`config.mk`:
```
export PLATFORM = sky130hd
export DESIGN_NAME = i2c_register_transaction_sequencer
export DESIGN_NICKNAME = d
export VERILOG_FILES = /design/src/rtl/i2crts_pkg.sv /design/src/rtl/i2crts_seq.sv /design/src/rtl/i2crts_resq.sv /design/src/rtl/i2c_register_transaction_sequencer.sv
export SDC_FILE = /design/constraint.sdc
export NUM_CORES = 1
export LEC_CHECK = 0
export ABC_AREA = 1
export BUFFER_PORTS_ARGS = -buffer_cell sky130_fd_sc_hd__buf_2
export CORE_UTILIZATION = 60
export CTS_CLUSTER_DIAMETER = 200
export DETAILED_ROUTE_END_ITERATION = 10
export GPL_ROUTABILITY_DRIVEN = 0
export HOLD_SLACK_MARGIN = 0.03
export PLACE_DENSITY = 0.9
export SYNTH_ARGS = -nofsm -noshare
export SYNTH_HDL_FRONTEND = slang
export SYNTH_SLANG_ARGS = --single-unit
```
`constraint.sdc`:
```
create_clock -name clk -period 5 [get_ports clk]
set_input_delay 0.25 -clock clk [delete_from_list [all_inputs] [get_ports clk]]
set_output_delay 0.25 -clock clk [all_outputs]
set_load 0.03 [all_outputs]
```
`src/rtl/i2crts_pkg.sv`:
```
// Shared types and codes for the I2C register transaction sequencer.
// No dependencies.
package i2crts_pkg;

  localparam int MAX_BURST_DEF = 255;
  localparam logic [23:0] TIMEOUT_RESET = 24'd10000000;
  localparam int RQ_DEPTH = 4;
  localparam int RQ_AW = $clog2(RQ_DEPTH);
  localparam int RQ_CW = $clog2(RQ_DEPTH + 1);
  localparam int RES_MAX = 3;

  // command codes
  localparam logic [2:0] CMD_BEGIN_WR = 3'd0;
  localparam logic [2:0] CMD_BEGIN_RD = 3'd1;
  localparam logic [2:0] CMD_WDATA    = 3'd2;
  localparam logic [2:0] CMD_EVENT    = 3'd3;
  localparam logic [2:0] CMD_TICK     = 3'd4;

  // bus event kinds
  localparam logic [2:0] EV_START_SENT = 3'd0;
  localparam logic [2:0] EV_ADDR_ACK   = 3'd1;
  localparam logic [2:0] EV_ADDR_NACK  = 3'd2;
  localparam logic [2:0] EV_BYTE_SENT  = 3'd3;
  localparam logic [2:0] EV_BYTE_RECV  = 3'd4;

  // actions
  localparam logic [2:0] ACT_NONE  = 3'd0;
  localparam logic [2:0] ACT_START = 3'd1;
  localparam logic [2:0] ACT_SEND  = 3'd2;
  localparam logic [2:0] ACT_RECV  = 3'd3;
  localparam logic [2:0] ACT_STOP  = 3'd4;
  localparam logic [2:0] ACT_DATA  = 3'd5;
  localparam logic [2:0] ACT_DONE  = 3'd6;

  // status codes
  localparam logic [3:0] ST_OK           = 4'd0;
  localparam logic [3:0] ST_BAD_LEN      = 4'd1;
  localparam logic [3:0] ST_START_TOUT   = 4'd2;
  localparam logic [3:0] ST_ADDR_TOUT    = 4'd3;
  localparam logic [3:0] ST_ADDR_NACK    = 4'd4;
  localparam logic [3:0] ST_REG_FAIL     = 4'd5;
  localparam logic [3:0] ST_DATA_FAIL    = 4'd6;
  localparam logic [3:0] ST_RESTART_TOUT = 4'd7;
  localparam logic [3:0] ST_READ_TOUT    = 4'd8;

  typedef struct packed {
    logic [2:0] cmd;
    logic [6:0] bus_addr;
    logic [7:0] reg_addr;
    logic [7:0] burst_length;
    logic [7:0] data_byte;
    logic [2:0] event_kind;
  } req_t;

  typedef struct packed {
    logic [2:0] action;
    logic [7:0] byte_value;
    logic       ack_after_receive;
    logic [3:0] status;
    logic       last;
  } res_t;

  // results produced by one request, written to the queue together
  typedef struct packed {
    logic [1:0]             cnt;
    res_t [RES_MAX-1:0]     res;
  } push_t;

endpackage

```
`src/rtl/i2crts_seq.sv`:
```
// Request register, transaction state and per-request result generation.
// Depends on i2crts_pkg.
module i2crts_seq #(
  parameter int MAX_BURST = i2crts_pkg::MAX_BURST_DEF
) (
  input  logic                clk,
  input  logic                rst_n,
  input  logic                req_valid,
  output logic                req_stall,
  input  i2crts_pkg::req_t    req,
  input  logic                cfg_we,
  input  logic [23:0]         cfg_timeout_limit,
  input  logic                room,
  output i2crts_pkg::push_t   push
);
  import i2crts_pkg::*;

  typedef enum logic [3:0] {
    PH_IDLE      = 4'd0,
    PH_START     = 4'd1,
    PH_ADDR_W    = 4'd2,
    PH_REG       = 4'd3,
    PH_WDATA     = 4'd4,
    PH_DATA_SENT = 4'd5,
    PH_RESTART   = 4'd6,
    PH_ADDR_R    = 4'd7,
    PH_RX        = 4'd8
  } phase_t;

  localparam logic [15:0] MAXB = 16'(MAX_BURST);

  logic        s1_valid_r, s1_valid_nxt;
  req_t        s1_r;
  phase_t      phase_r, phase_nxt;
  logic        is_read_r, is_read_nxt;
  logic [6:0]  tgt_r, tgt_nxt;
  logic [7:0]  reg_idx_r, reg_idx_nxt;
  logic [7:0]  left_r, left_nxt;
  logic [23:0] wait_r, wait_nxt;
  logic [23:0] tout_r;
  logic        adv;
  logic        accept;
  logic [1:0]  n;
  res_t [RES_MAX-1:0] res_a;
  logic [7:0]  left_dec;
  logic [23:0] wait_inc;

  function automatic res_t mk(logic [2:0] act, logic [7:0] b, logic ack, logic [3:0] st);
    res_t r;
    r.action            = act;
    r.byte_value        = b;
    r.ack_after_receive = ack;
    r.status            = st;
    r.last              = 1'b0;
    return r;
  endfunction

  function automatic logic [3:0] tout_status(phase_t p);
    logic [3:0] s;
    case (p)
      PH_START:     s = ST_START_TOUT;
      PH_ADDR_W:    s = ST_ADDR_TOUT;
      PH_REG:       s = ST_REG_FAIL;
      PH_DATA_SENT: s = ST_DATA_FAIL;
      PH_RESTART:   s = ST_RESTART_TOUT;
      PH_ADDR_R:    s = ST_ADDR_TOUT;
      PH_RX:        s = ST_READ_TOUT;
      default:      s = ST_OK;
    endcase
    return s;
  endfunction

  assign adv       = s1_valid_r && room;
  assign req_stall = s1_valid_r && !room;
  assign accept    = req_valid && !req_stall;
  assign left_dec  = (left_r != 8'd0) ? left_r - 8'd1 : 8'd0;
  assign wait_inc  = (wait_r != 24'hFFFFFF) ? wait_r + 24'd1 : wait_r;

  always_comb begin
    s1_valid_nxt = accept ? 1'b1 : (adv ? 1'b0 : s1_valid_r);
    phase_nxt    = phase_r;
    is_read_nxt  = is_read_r;
    tgt_nxt      = tgt_r;
    reg_idx_nxt  = reg_idx_r;
    left_nxt     = left_r;
    wait_nxt     = wait_r;
    n            = 2'd0;
    res_a        = '0;
    if (adv) begin
      case (s1_r.cmd)
        CMD_BEGIN_WR, CMD_BEGIN_RD: begin
          if (phase_r == PH_IDLE) begin
            if (s1_r.burst_length == 8'd0 || {8'd0, s1_r.burst_length} > MAXB) begin
              res_a[n] = mk(ACT_DONE, 8'd0, 1'b0, ST_BAD_LEN);
              n = n + 2'd1;
            end else begin
              is_read_nxt = (s1_r.cmd == CMD_BEGIN_RD);
              tgt_nxt     = s1_r.bus_addr;
              reg_idx_nxt = s1_r.reg_addr;
              left_nxt    = s1_r.burst_length;
              phase_nxt   = PH_START;
              wait_nxt    = 24'd0;
              res_a[n] = mk(ACT_START, 8'd0, 1'b0, ST_OK);
              n = n + 2'd1;
            end
          end
        end
        CMD_WDATA: begin
          if (phase_r == PH_WDATA) begin
            left_nxt  = left_dec;
            phase_nxt = PH_DATA_SENT;
            wait_nxt  = 24'd0;
            res_a[n] = mk(ACT_SEND, s1_r.data_byte, 1'b0, ST_OK);
            n = n + 2'd1;
          end
        end
        CMD_EVENT: begin
          case (phase_r)
            PH_START: begin
              if (s1_r.event_kind == EV_START_SENT) begin
                phase_nxt = PH_ADDR_W;
                wait_nxt  = 24'd0;
                res_a[n] = mk(ACT_SEND, {tgt_r, 1'b0}, 1'b0, ST_OK);
                n = n + 2'd1;
              end
            end
            PH_ADDR_W, PH_ADDR_R: begin
              if (s1_r.event_kind == EV_ADDR_NACK) begin
                phase_nxt = PH_IDLE;
                wait_nxt  = 24'd0;
                left_nxt  = 8'd0;
                res_a[n] = mk(ACT_DONE, 8'd0, 1'b0, ST_ADDR_NACK);
                n = n + 2'd1;
              end else if (s1_r.event_kind == EV_ADDR_ACK) begin
                wait_nxt = 24'd0;
                if (phase_r == PH_ADDR_W) begin
                  phase_nxt = PH_REG;
                  res_a[n] = mk(ACT_SEND, reg_idx_r, 1'b0, ST_OK);
                  n = n + 2'd1;
                end else begin
                  phase_nxt = PH_RX;
                  if (left_r <= 8'd1) begin
                    res_a[n] = mk(ACT_RECV, 8'd0, 1'b0, ST_OK);
                    n = n + 2'd1;
                    res_a[n] = mk(ACT_STOP, 8'd0, 1'b0, ST_OK);
                    n = n + 2'd1;
                  end else begin
                    res_a[n] = mk(ACT_RECV, 8'd0, 1'b1, ST_OK);
                    n = n + 2'd1;
                  end
                end
              end
            end
            PH_REG: begin
              if (s1_r.event_kind == EV_BYTE_SENT) begin
                wait_nxt = 24'd0;
                if (is_read_r) begin
                  phase_nxt = PH_RESTART;
                  res_a[n] = mk(ACT_START, 8'd0, 1'b0, ST_OK);
                  n = n + 2'd1;
                end else begin
                  phase_nxt = PH_WDATA;
                end
              end
            end
            PH_DATA_SENT: begin
              if (s1_r.event_kind == EV_BYTE_SENT) begin
                wait_nxt = 24'd0;
                if (left_r == 8'd0) begin
                  phase_nxt = PH_IDLE;
                  res_a[n] = mk(ACT_STOP, 8'd0, 1'b0, ST_OK);
                  n = n + 2'd1;
                  res_a[n] = mk(ACT_DONE, 8'd0, 1'b0, ST_OK);
                  n = n + 2'd1;
                end else begin
                  phase_nxt = PH_WDATA;
                end
              end
            end
            PH_RESTART: begin
              if (s1_r.event_kind == EV_START_SENT) begin
                phase_nxt = PH_ADDR_R;
                wait_nxt  = 24'd0;
                res_a[n] = mk(ACT_SEND, {tgt_r, 1'b1}, 1'b0, ST_OK);
                n = n + 2'd1;
              end
            end
            PH_RX: begin
              if (s1_r.event_kind == EV_BYTE_RECV) begin
                wait_nxt = 24'd0;
                left_nxt = left_dec;
                res_a[n] = mk(ACT_DATA, s1_r.data_byte, 1'b0, ST_OK);
                n = n + 2'd1;
                if (left_dec == 8'd0) begin
                  phase_nxt = PH_IDLE;
                  res_a[n] = mk(ACT_DONE, 8'd0, 1'b0, ST_OK);
                  n = n + 2'd1;
                end else if (left_dec == 8'd1) begin
                  res_a[n] = mk(ACT_RECV, 8'd0, 1'b0, ST_OK);
                  n = n + 2'd1;
                  res_a[n] = mk(ACT_STOP, 8'd0, 1'b0, ST_OK);
                  n = n + 2'd1;
                end else begin
                  res_a[n] = mk(ACT_RECV, 8'd0, 1'b1, ST_OK);
                  n = n + 2'd1;
                end
              end
            end
            default: begin
            end
          endcase
        end
        CMD_TICK: begin
          if (phase_r != PH_IDLE && phase_r != PH_WDATA) begin
            wait_nxt = wait_inc;
            if (wait_inc >= tout_r) begin
              phase_nxt = PH_IDLE;
              wait_nxt  = 24'd0;
              left_nxt  = 8'd0;
              res_a[n] = mk(ACT_DONE, 8'd0, 1'b0, tout_status(phase_r));
              n = n + 2'd1;
            end
          end
        end
        default: begin
        end
      endcase
    end
    // flag the final result of this request
    for (int i = 0; i < RES_MAX; i++) begin
      res_a[i].last = (n != 2'd0) && (2'(i) == n - 2'd1);
    end
  end

  assign push.cnt = n;
  assign push.res = res_a;

  always_ff @(posedge clk) begin
    if (!rst_n) begin
      s1_valid_r <= 1'b0;
      phase_r    <= PH_IDLE;
      is_read_r  <= 1'b0;
      tgt_r      <= 7'd0;
      reg_idx_r  <= 8'd0;
      left_r     <= 8'd0;
      wait_r     <= 24'd0;
      tout_r     <= TIMEOUT_RESET;
    end else begin
      s1_valid_r <= s1_valid_nxt;
      phase_r    <= phase_nxt;
      is_read_r  <= is_read_nxt;
      tgt_r      <= tgt_nxt;
      reg_idx_r  <= reg_idx_nxt;
      left_r     <= left_nxt;
      wait_r     <= wait_nxt;
      if (cfg_we) begin
        tout_r <= cfg_timeout_limit;
      end
    end
  end

  always_ff @(posedge clk) begin
    if (accept) begin
      s1_r <= req;
    end
  end

endmodule

```
`src/rtl/i2crts_resq.sv`:
```
// Result queue: takes up to three results a cycle, hands out one unless stalled.
// Depends on i2crts_pkg.
module i2crts_resq (
  input  logic                clk,
  input  logic                rst_n,
  input  i2crts_pkg::push_t   push,
  output logic                room,
  output logic                q_valid,
  input  logic                q_stall,
  output i2crts_pkg::res_t    q_head
);
  import i2crts_pkg::*;

  res_t             mem_r [RQ_DEPTH];
  logic [RQ_AW-1:0] wr_ptr_r, wr_ptr_nxt;
  logic [RQ_AW-1:0] rd_ptr_r, rd_ptr_nxt;
  logic [RQ_CW-1:0] count_r, count_nxt;
  logic             pop;

  assign q_valid = (count_r != '0);
  assign pop     = q_valid && !q_stall;
  assign room    = (count_r <= RQ_CW'(RQ_DEPTH - RES_MAX));
  assign q_head  = mem_r[rd_ptr_r];

  always_comb begin
    wr_ptr_nxt = wr_ptr_r + RQ_AW'(push.cnt);
    rd_ptr_nxt = rd_ptr_r + RQ_AW'(pop);
    count_nxt  = count_r + RQ_CW'(push.cnt) - RQ_CW'(pop);
  end

  always_ff @(posedge clk) begin
    if (!rst_n) begin
      wr_ptr_r <= '0;
      rd_ptr_r <= '0;
      count_r  <= '0;
    end else begin
      wr_ptr_r <= wr_ptr_nxt;
      rd_ptr_r <= rd_ptr_nxt;
      count_r  <= count_nxt;
    end
  end

  always_ff @(posedge clk) begin
    for (int i = 0; i < RES_MAX; i++) begin
      if (2'(i) < push.cnt) begin
        mem_r[wr_ptr_r + RQ_AW'(i)] <= push.res[i];
      end
    end
  end

endmodule

```
`src/rtl/i2c_register_transaction_sequencer.sv`:
```
// I2C register transaction sequencer, top level.
// Path: an accepted request is held in the request register and decoded once
//   the queue has room; its results enter the result queue, which feeds out_.
// Throughput: one request a cycle while each yields at most one result and the
//   output keeps up; results leave a 4-entry queue one a cycle unless stalled.
// Reset: synchronous, active low; idle, queue empty, timeout limit 10000000.
// Depends on i2crts_pkg, i2crts_seq, i2crts_resq.
module i2c_register_transaction_sequencer #(
  parameter int MAX_BURST = i2crts_pkg::MAX_BURST_DEF
) (
  input  logic        clk,
  input  logic        rst_n,
  // configuration
  input  logic        cfg_we,
  input  logic [23:0] cfg_timeout_limit,
  // request channel
  input  logic        in_valid,
  output logic        in_stall,
  input  logic [2:0]  in_cmd,
  input  logic [6:0]  in_bus_addr,
  input  logic [7:0]  in_reg_addr,
  input  logic [7:0]  in_burst_length,
  input  logic [7:0]  in_data_byte,
  input  logic [2:0]  in_event_kind,
  // result channel
  output logic        out_valid,
  input  logic        out_stall,
  output logic [2:0]  out_action,
  output logic [7:0]  out_byte_value,
  output logic        out_ack_after_receive,
  output logic [3:0]  out_status,
  output logic        out_last
);
  import i2crts_pkg::*;

  req_t  req;
  push_t push;
  res_t  head;
  logic  room;

  assign req.cmd          = in_cmd;
  assign req.bus_addr     = in_bus_addr;
  assign req.reg_addr     = in_reg_addr;
  assign req.burst_length = in_burst_length;
  assign req.data_byte    = in_data_byte;
  assign req.event_kind   = in_event_kind;

  // Request register plus phase logic. A held request is decoded only when
  // the queue has space for the worst case of three results, so the input
  // stalls only while the output side is backed up.
  i2crts_seq #(
    .MAX_BURST(MAX_BURST)
  ) u_seq (
    .clk              (clk),
    .rst_n            (rst_n),
    .req_valid        (in_valid),
    .req_stall        (in_stall),
    .req              (req),
    .cfg_we           (cfg_we),
    .cfg_timeout_limit(cfg_timeout_limit),
    .room             (room),
    .push             (push)
  );

  // Results from one request land in the queue together and drain in order.
  i2crts_resq u_resq (
    .clk    (clk),
    .rst_n  (rst_n),
    .push   (push),
    .room   (room),
    .q_valid(out_valid),
    .q_stall(out_stall),
    .q_head (head)
  );

  assign out_action            = head.action;
  assign out_byte_value        = head.byte_value;
  assign out_ack_after_receive = head.ack_after_receive;
  assign out_status            = head.status;
  assign out_last              = head.last;

endmodule

```
==> impl_metrics.yaml, run 1 <==
clock_tree:
  cts_buffers: 17
  cts-htree-levels: 4
  clockBufferDepth: 2
  cts_setup_buffers: 0
  cts_tree: "done"
  cts-root-buf: "clkbuf_16"
  cts.sinks: 189
  path_clk_slew_ps: 80
  clock_latency_ps: 460
synth:
  synth_common_cells: "nor2_1, nand2_1, o21ai_0"
  synth_area_leader_cell: "dfxtp_1"
  synth.most_common_cell: "nor2_1"
  ys.flop_type: "dfxtp_1"
  synth_nets: 1448
  synthCells: 1349
  synth-seq-cells: 189
  synth.avg_cell_area_um2: 7.49
  synth-edff-count: 45
  yosysWarnings: 0
  synthesis.area_mm2: 0.0101
  yosysSeqAreaShare_pct: 41.9
  async_flop_share_pct: 0
  synth_area_leaders: "dfxtp_1, edfxtp_1, o21ai_0, nor2_1, nand2_1"
  post-synth-top-area-fraction_pct: 28.5
  ys_types: 49
die:
  coreArea_mm2: 0.0165
  die_h_um: 132
  rows: 47
  dieArea_mm2: 0.0174
  pin_count: 85
  fp.dieW_um: 132
  initial_core_util_pct: 61.1
flow_run:
  maxCapViolations: 0
setup_path:
  cp.required_ps: 5350
  cp_top_family: "simple AND/OR/NAND/NOR gates"
  path_common_cell: "nand2_1"
  path_buf_inv: 3
  worstSetupStartpointType: "flop"
  path_class: "reg2reg"
  path_depth: 26
  cp.arrival_ps: 5010
  reg2reg_depth: 26
  r2r_slack_ps: 330
  max_stage_delay_ps: 420
  critPathSlowestCell: "dfxtp_1"
  crit_path_end_kind: "flop"
  crit_fanout: 9
finish:
  final_util_pct: 70.0
  final_cell_area_mm2: 0.0116
  drive_above_1_share_pct: 13.9
  antenna_cells: 0
  fin_nets: 1546
  area_growth_pct: 14.6
  instances_no_fill: 1680
detailed_routing:
  drc_errors: 0
  vias: 9759
  firstDrtPassIters: 7
  wl_um: 26800
  viasPerCell: 5.81
  drt_iter0_drc: 946
  postRouteAntennaNets: 0
  wl_per_cell_um: 15.9
grt:
  grt_first_pass_wirelength_um: 44200
  grt_antenna_before_repair: 0
  grt.overflow.total: 0
  grt_max_degree: 65
  grt_pass1_vias: 9483
  track_usage_pct: 31.7
timing:
  maxSlewViolCount: 0
  max_clock_freq_mhz: 214
  setup_tns_ps: 0
  hold_viol_final: 0
  relSlewSlack_pct: 25.8
  period_share_pct: 93.3
  period_needed_ps: 4670
  fin_skew_ps: 16.7
  worst_slew_pin_slew_ps: 1110
  setup_viol: 0
  rsz0062_at_grt: "no"
placement:
  place_area_mm2: 0.0106
  port_buffers: 84
  dpl.hpwl_um: 18300
  dp.cells: 1606
pwr:
  p_per_area_mw_per_mm2: 419
  leakagePower_nw: 5.17
  peakVddDrop_mv: 0.287
run_status:
  status: "complete, no violations"
worst_hold_path:
  hold_depth: 3
  hold_class: "in2reg"
-- timing repair --
action                                  in CTS  in global routing
endpoints found under the hold margin       42                  0
endpoints found under the setup margin       0                  2
hold buffers                                42                  0
gates resized for setup                      0                  1
-- kinds of logic after synthesis --
family | count (synthesis) | share of synthesized area [%]
compound gates | 360 | 19.3
buf+inv | 228 | 9.34
flops | 189 | 41.9
fa+ha+maj | 33 | 4.16
simple gates | 519 | 23.5
xor+xnor | 20 | 1.73
-- sequential cells by signal (all words and copies together), names as in the netlist --
name	flops
u_resq.count_r	3
u_resq.mem_r	68
u_resq.rd_ptr_r	2
u_resq.wr_ptr_r	2
u_seq.is_read_r	1
u_seq.left_r	8
u_seq.phase_r	4
u_seq.reg_idx_r	8
u_seq.s1_r	37
u_seq.s1_valid_r	1
u_seq.tgt_r	7
u_seq.tout_r	24
u_seq.wait_r	24
-- stage by stage --
| stage | worst slack (ps) | hold slack [ps] | total power [mW] |
|---|---|---|---|
| floorplan | 1060 | 349 | 3.05 |
| global placement | 732 | 427 | 3.41 |
| detailed placement | 538 | 428 | 3.46 |
| CTS | 333 | 30.2 | 4.80 |
| global route | 5.14 | 53.2 | 5.08 |
| finish | 334 | 30.7 | 4.84 |
-- per-layer routing --
layer	routed length [um]	vias up	track usage, %
met3	1820	127	6.61
met2	12800	474	53.3
li1	-	4693	-
met5	0	-	0
met4	1370	0	19.0
met1	10800	4465	37.3
-- worst paths after layout --
path / start / to
max: u_seq.wait_r[0] / u_resq.count_r[2]
min: in_valid / u_seq.s1_valid_r
max reg2reg: u_seq.wait_r[0] / u_resq.count_r[2]
min reg2reg: u_resq.mem_r[2][10] / u_resq.mem_r[2][10]
-- power breakdown --
group | switching, mW | leakage, nW | internal (mW)
logic | 1.05 | 3.30 | 0.485
clock network | 0.680 | 0.275 | 0.664
registers | 0.179 | 1.60 | 1.78
total | 1.91 | 5.17 | 2.93
-- tightest hold or removal path, cell delays in order --
cell    delay, ps
buf_2          90
nor2_1         40
nor2_1         70
-- layout by cell type, fill, tap and decap left out, types with 4 or more instances in the layout --
cell and count:
edfxtp_1 45, nand4_1 15, dfxtp_1 144, nand3_1 59
buf_2 84, o21ai_1 22, inv_2 18, a211oi_1 6
inv_1 153, clkbuf_16 17, nor3_2 11, nand2_2 7
a21oi_1 124, o21ai_0 155, o22ai_1 16, nand2_1 176
o211ai_1 4, nand2_4 7, dlygate4sd3_1 42, nor2_1 199
buf_4 5, nor3_1 13, nor2_2 10, a31oi_1 6
inv_8 6, nor4_1 6, xnor2_1 5, ha_1 32
nor2_4 4, o21ai_2 12, xor2_1 15
-- final cells by class --
type,instances,area [um2]
clock buffers,17,425
clock inverters,15,146
fillers,1248,4950
inverters,176,669
multi-input cells,932,4940
flip-flops and latches,189,4230
well taps,220,275
repair buffers,131,878
Note: power is estimated with default switching activity, not from simulation.
==> inputs of run 2 (changes only) <==
--- a/config.mk
+++ b/config.mk
@@ -12,6 +12,7 @@
 export DETAILED_ROUTE_END_ITERATION = 10
 export GPL_ROUTABILITY_DRIVEN = 0
 export HOLD_SLACK_MARGIN = 0.03
+export MAX_ROUTING_LAYER = met4
 export PLACE_DENSITY = 0.9
 export SYNTH_ARGS = -nofsm -noshare
 export SYNTH_HDL_FRONTEND = slang
==> run 2 against run 1 <==
Hold slack improved by 7.3 ps. Register-to-register slack improved by 30 ps. Cell count stayed put. Highest routed layer unchanged. Via count shrank 0.12%. Wire length about the same.
==> impl_metrics.yaml, run 2 (synthesized netlist as in run 1, its figures left out) <==
grt:
  grt.overflow.total: 0
  grt_antenna_before_repair: 0
  track_usage_pct: 32.6
  grt_max_degree: 65
  grt_pass1_vias: 9456
  grt_first_pass_wirelength_um: 44200
clock_tree:
  cts_buffers: 17
  cts-root-buf: "clkbuf_16"
  path_clk_slew_ps: 80
  cts-htree-levels: 4
  clock_latency_ps: 460
  clockBufferDepth: 2
  cts_setup_buffers: 0
  cts_tree: "done"
  cts.sinks: 189
detailed_routing:
  postRouteAntennaNets: 0
  vias: 9747
  firstDrtPassIters: 8
  wl_per_cell_um: 15.9
  drt_iter0_drc: 958
  drc_errors: 0
  viasPerCell: 5.80
  wl_um: 26800
pwr:
  peakVddDrop_mv: 0.283
  leakagePower_nw: 5.17
  p_per_area_mw_per_mm2: 419
  total_power_mw: 4.84
finish:
  final_common_cell: "nor2_1"
  layout_common_cells: "nor2_1, nand2_1, o21ai_0"
  top_regs: "u_resq.mem_r: 68 flops, u_seq.s1_r: 37 flops"
  drive_above_1_share_pct: 13.9
  largest_reg_flops: 68
  area_growth_pct: 14.6
  fin_nets: 1546
  antenna_cells: 0
  regMostFlops: "u_resq.mem_r"
setup_path:
  crit_path_end_kind: "flop"
  worstSetupStartpointType: "flop"
  crit_fanout: 9
  cp.required_ps: 5340
  path_class: "reg2reg"
  cp.arrival_ps: 4980
timing:
  period_share_pct: 92.7
  fin_skew_ps: 16.0
  hold_viol_final: 0
  rsz0062_at_grt: "no"
  worst_slew_pin_slew_ps: 1110
  max_clock_freq_mhz: 216
  period_needed_ps: 4630
  setup_tns_ps: 0
  setup_viol: 0
  maxSlewViolCount: 0
  relSlewSlack_pct: 25.5
  fin_ws_ps: 366
die:
  die_h_um: 132
  initial_core_util_pct: 61.1
  fp.dieW_um: 132
  pin_count: 85
  dieArea_mm2: 0.0174
  coreArea_mm2: 0.0165
  rows: 47
worst_hold_path:
  hold_class: "in2reg"
placement:
  port_buffers: 84
  dpl.hpwl_um: 18300
  dp_slack_ps: 538
run_status:
  status: "complete, no violations"
flow_run:
  maxCapViolations: 0
run 2: cell counts in the layout (fill, tap and decap cells not counted):
No cell type changed its count.
run 2: worst paths after layout:
kind | startpoint | endpoint | slack (ps) | depth (start not counted)
worst max-delay path | u_seq.wait_r[0] | u_resq.count_r[2] | 370 | 26
worst min-delay path | cfg_timeout_limit[20] | u_seq.tout_r[20] | 40 | 3
worst max register to register | u_seq.wait_r[0] | u_resq.count_r[2] | 370 | 26
worst min register to register | u_resq.mem_r[2][10] | u_resq.mem_r[2][10] | 460 | 2
run 2: routing by layer:
layer / track usage (%) / share of wire, %
met3: 6.34 / 6.6
met1: 37.4 / 41
met5: - / 0
met2: 53.6 / 48
met4: 18.1 / 4.8
run 2: critical path, cell delays in order (launching register included):
cell	delay, ps
dfxtp_1	410
ha_1	220
nand3_1	140
nor2_1	160
nand2_1	100
inv_1	110
and3_1	170
nand2_1	140
nand4_1	220
nor2_1	90
nand4_1	110
xor2_1	200
ha_1	280
nand2_1	80
inv_1	30
o21ai_0	130
nand2_1	90
a21oi_1	180
nand4_1	260
a21oi_1	240
nand2_2	90
nand2_4	150
inv_4	80
ha_1	210
fa_1	390
o21ai_0	200
a21oi_1	60
run 2: per-stage QoR:
| stage | utilization, % | hold slack, ps | cells | instance area (um2) |
|---|---|---|---|---|
| 3_5_place_dp | 64.0 | 428 | 1606 | 10600 |
| 5_1_grt | 70.0 | 56.3 | 1680 | 11600 |
| 6_report | 70.0 | 37.9 | 1680 | 11600 |
| 4_1_cts | 70.0 | 30.2 | 1680 | 11600 |
| 3_3_place_gp | 64.0 | 427 | 1606 | 10600 |
| 2_1_floorplan | - | 349 | 1349 | 10100 |
run 2: what timing repair did:
action | CTS | global route
endpoints found under the hold margin | 42 | 0
endpoints found under the setup margin | 0 | 2
hold buffers | 42 | 0
resized for setup | 0 | 1
run 2: power breakdown:
group / switching [mW] / leakage [nW] / internal, mW
sequential: 0.177 / 1.60 / 1.78
clock: 0.678 / 0.275 / 0.665
combinational: 1.05 / 3.30 / 0.485
run 2: area by class of cell:
type / instances / area [um2]
fillers: 1248 / 4950
multi-input cells: 932 / 4940
flip-flops and latches: 189 / 4230
repair buffers: 131 / 878
inverters: 176 / 669
clock buffers: 17 / 425
well taps: 220 / 275
clock inverters: 15 / 146
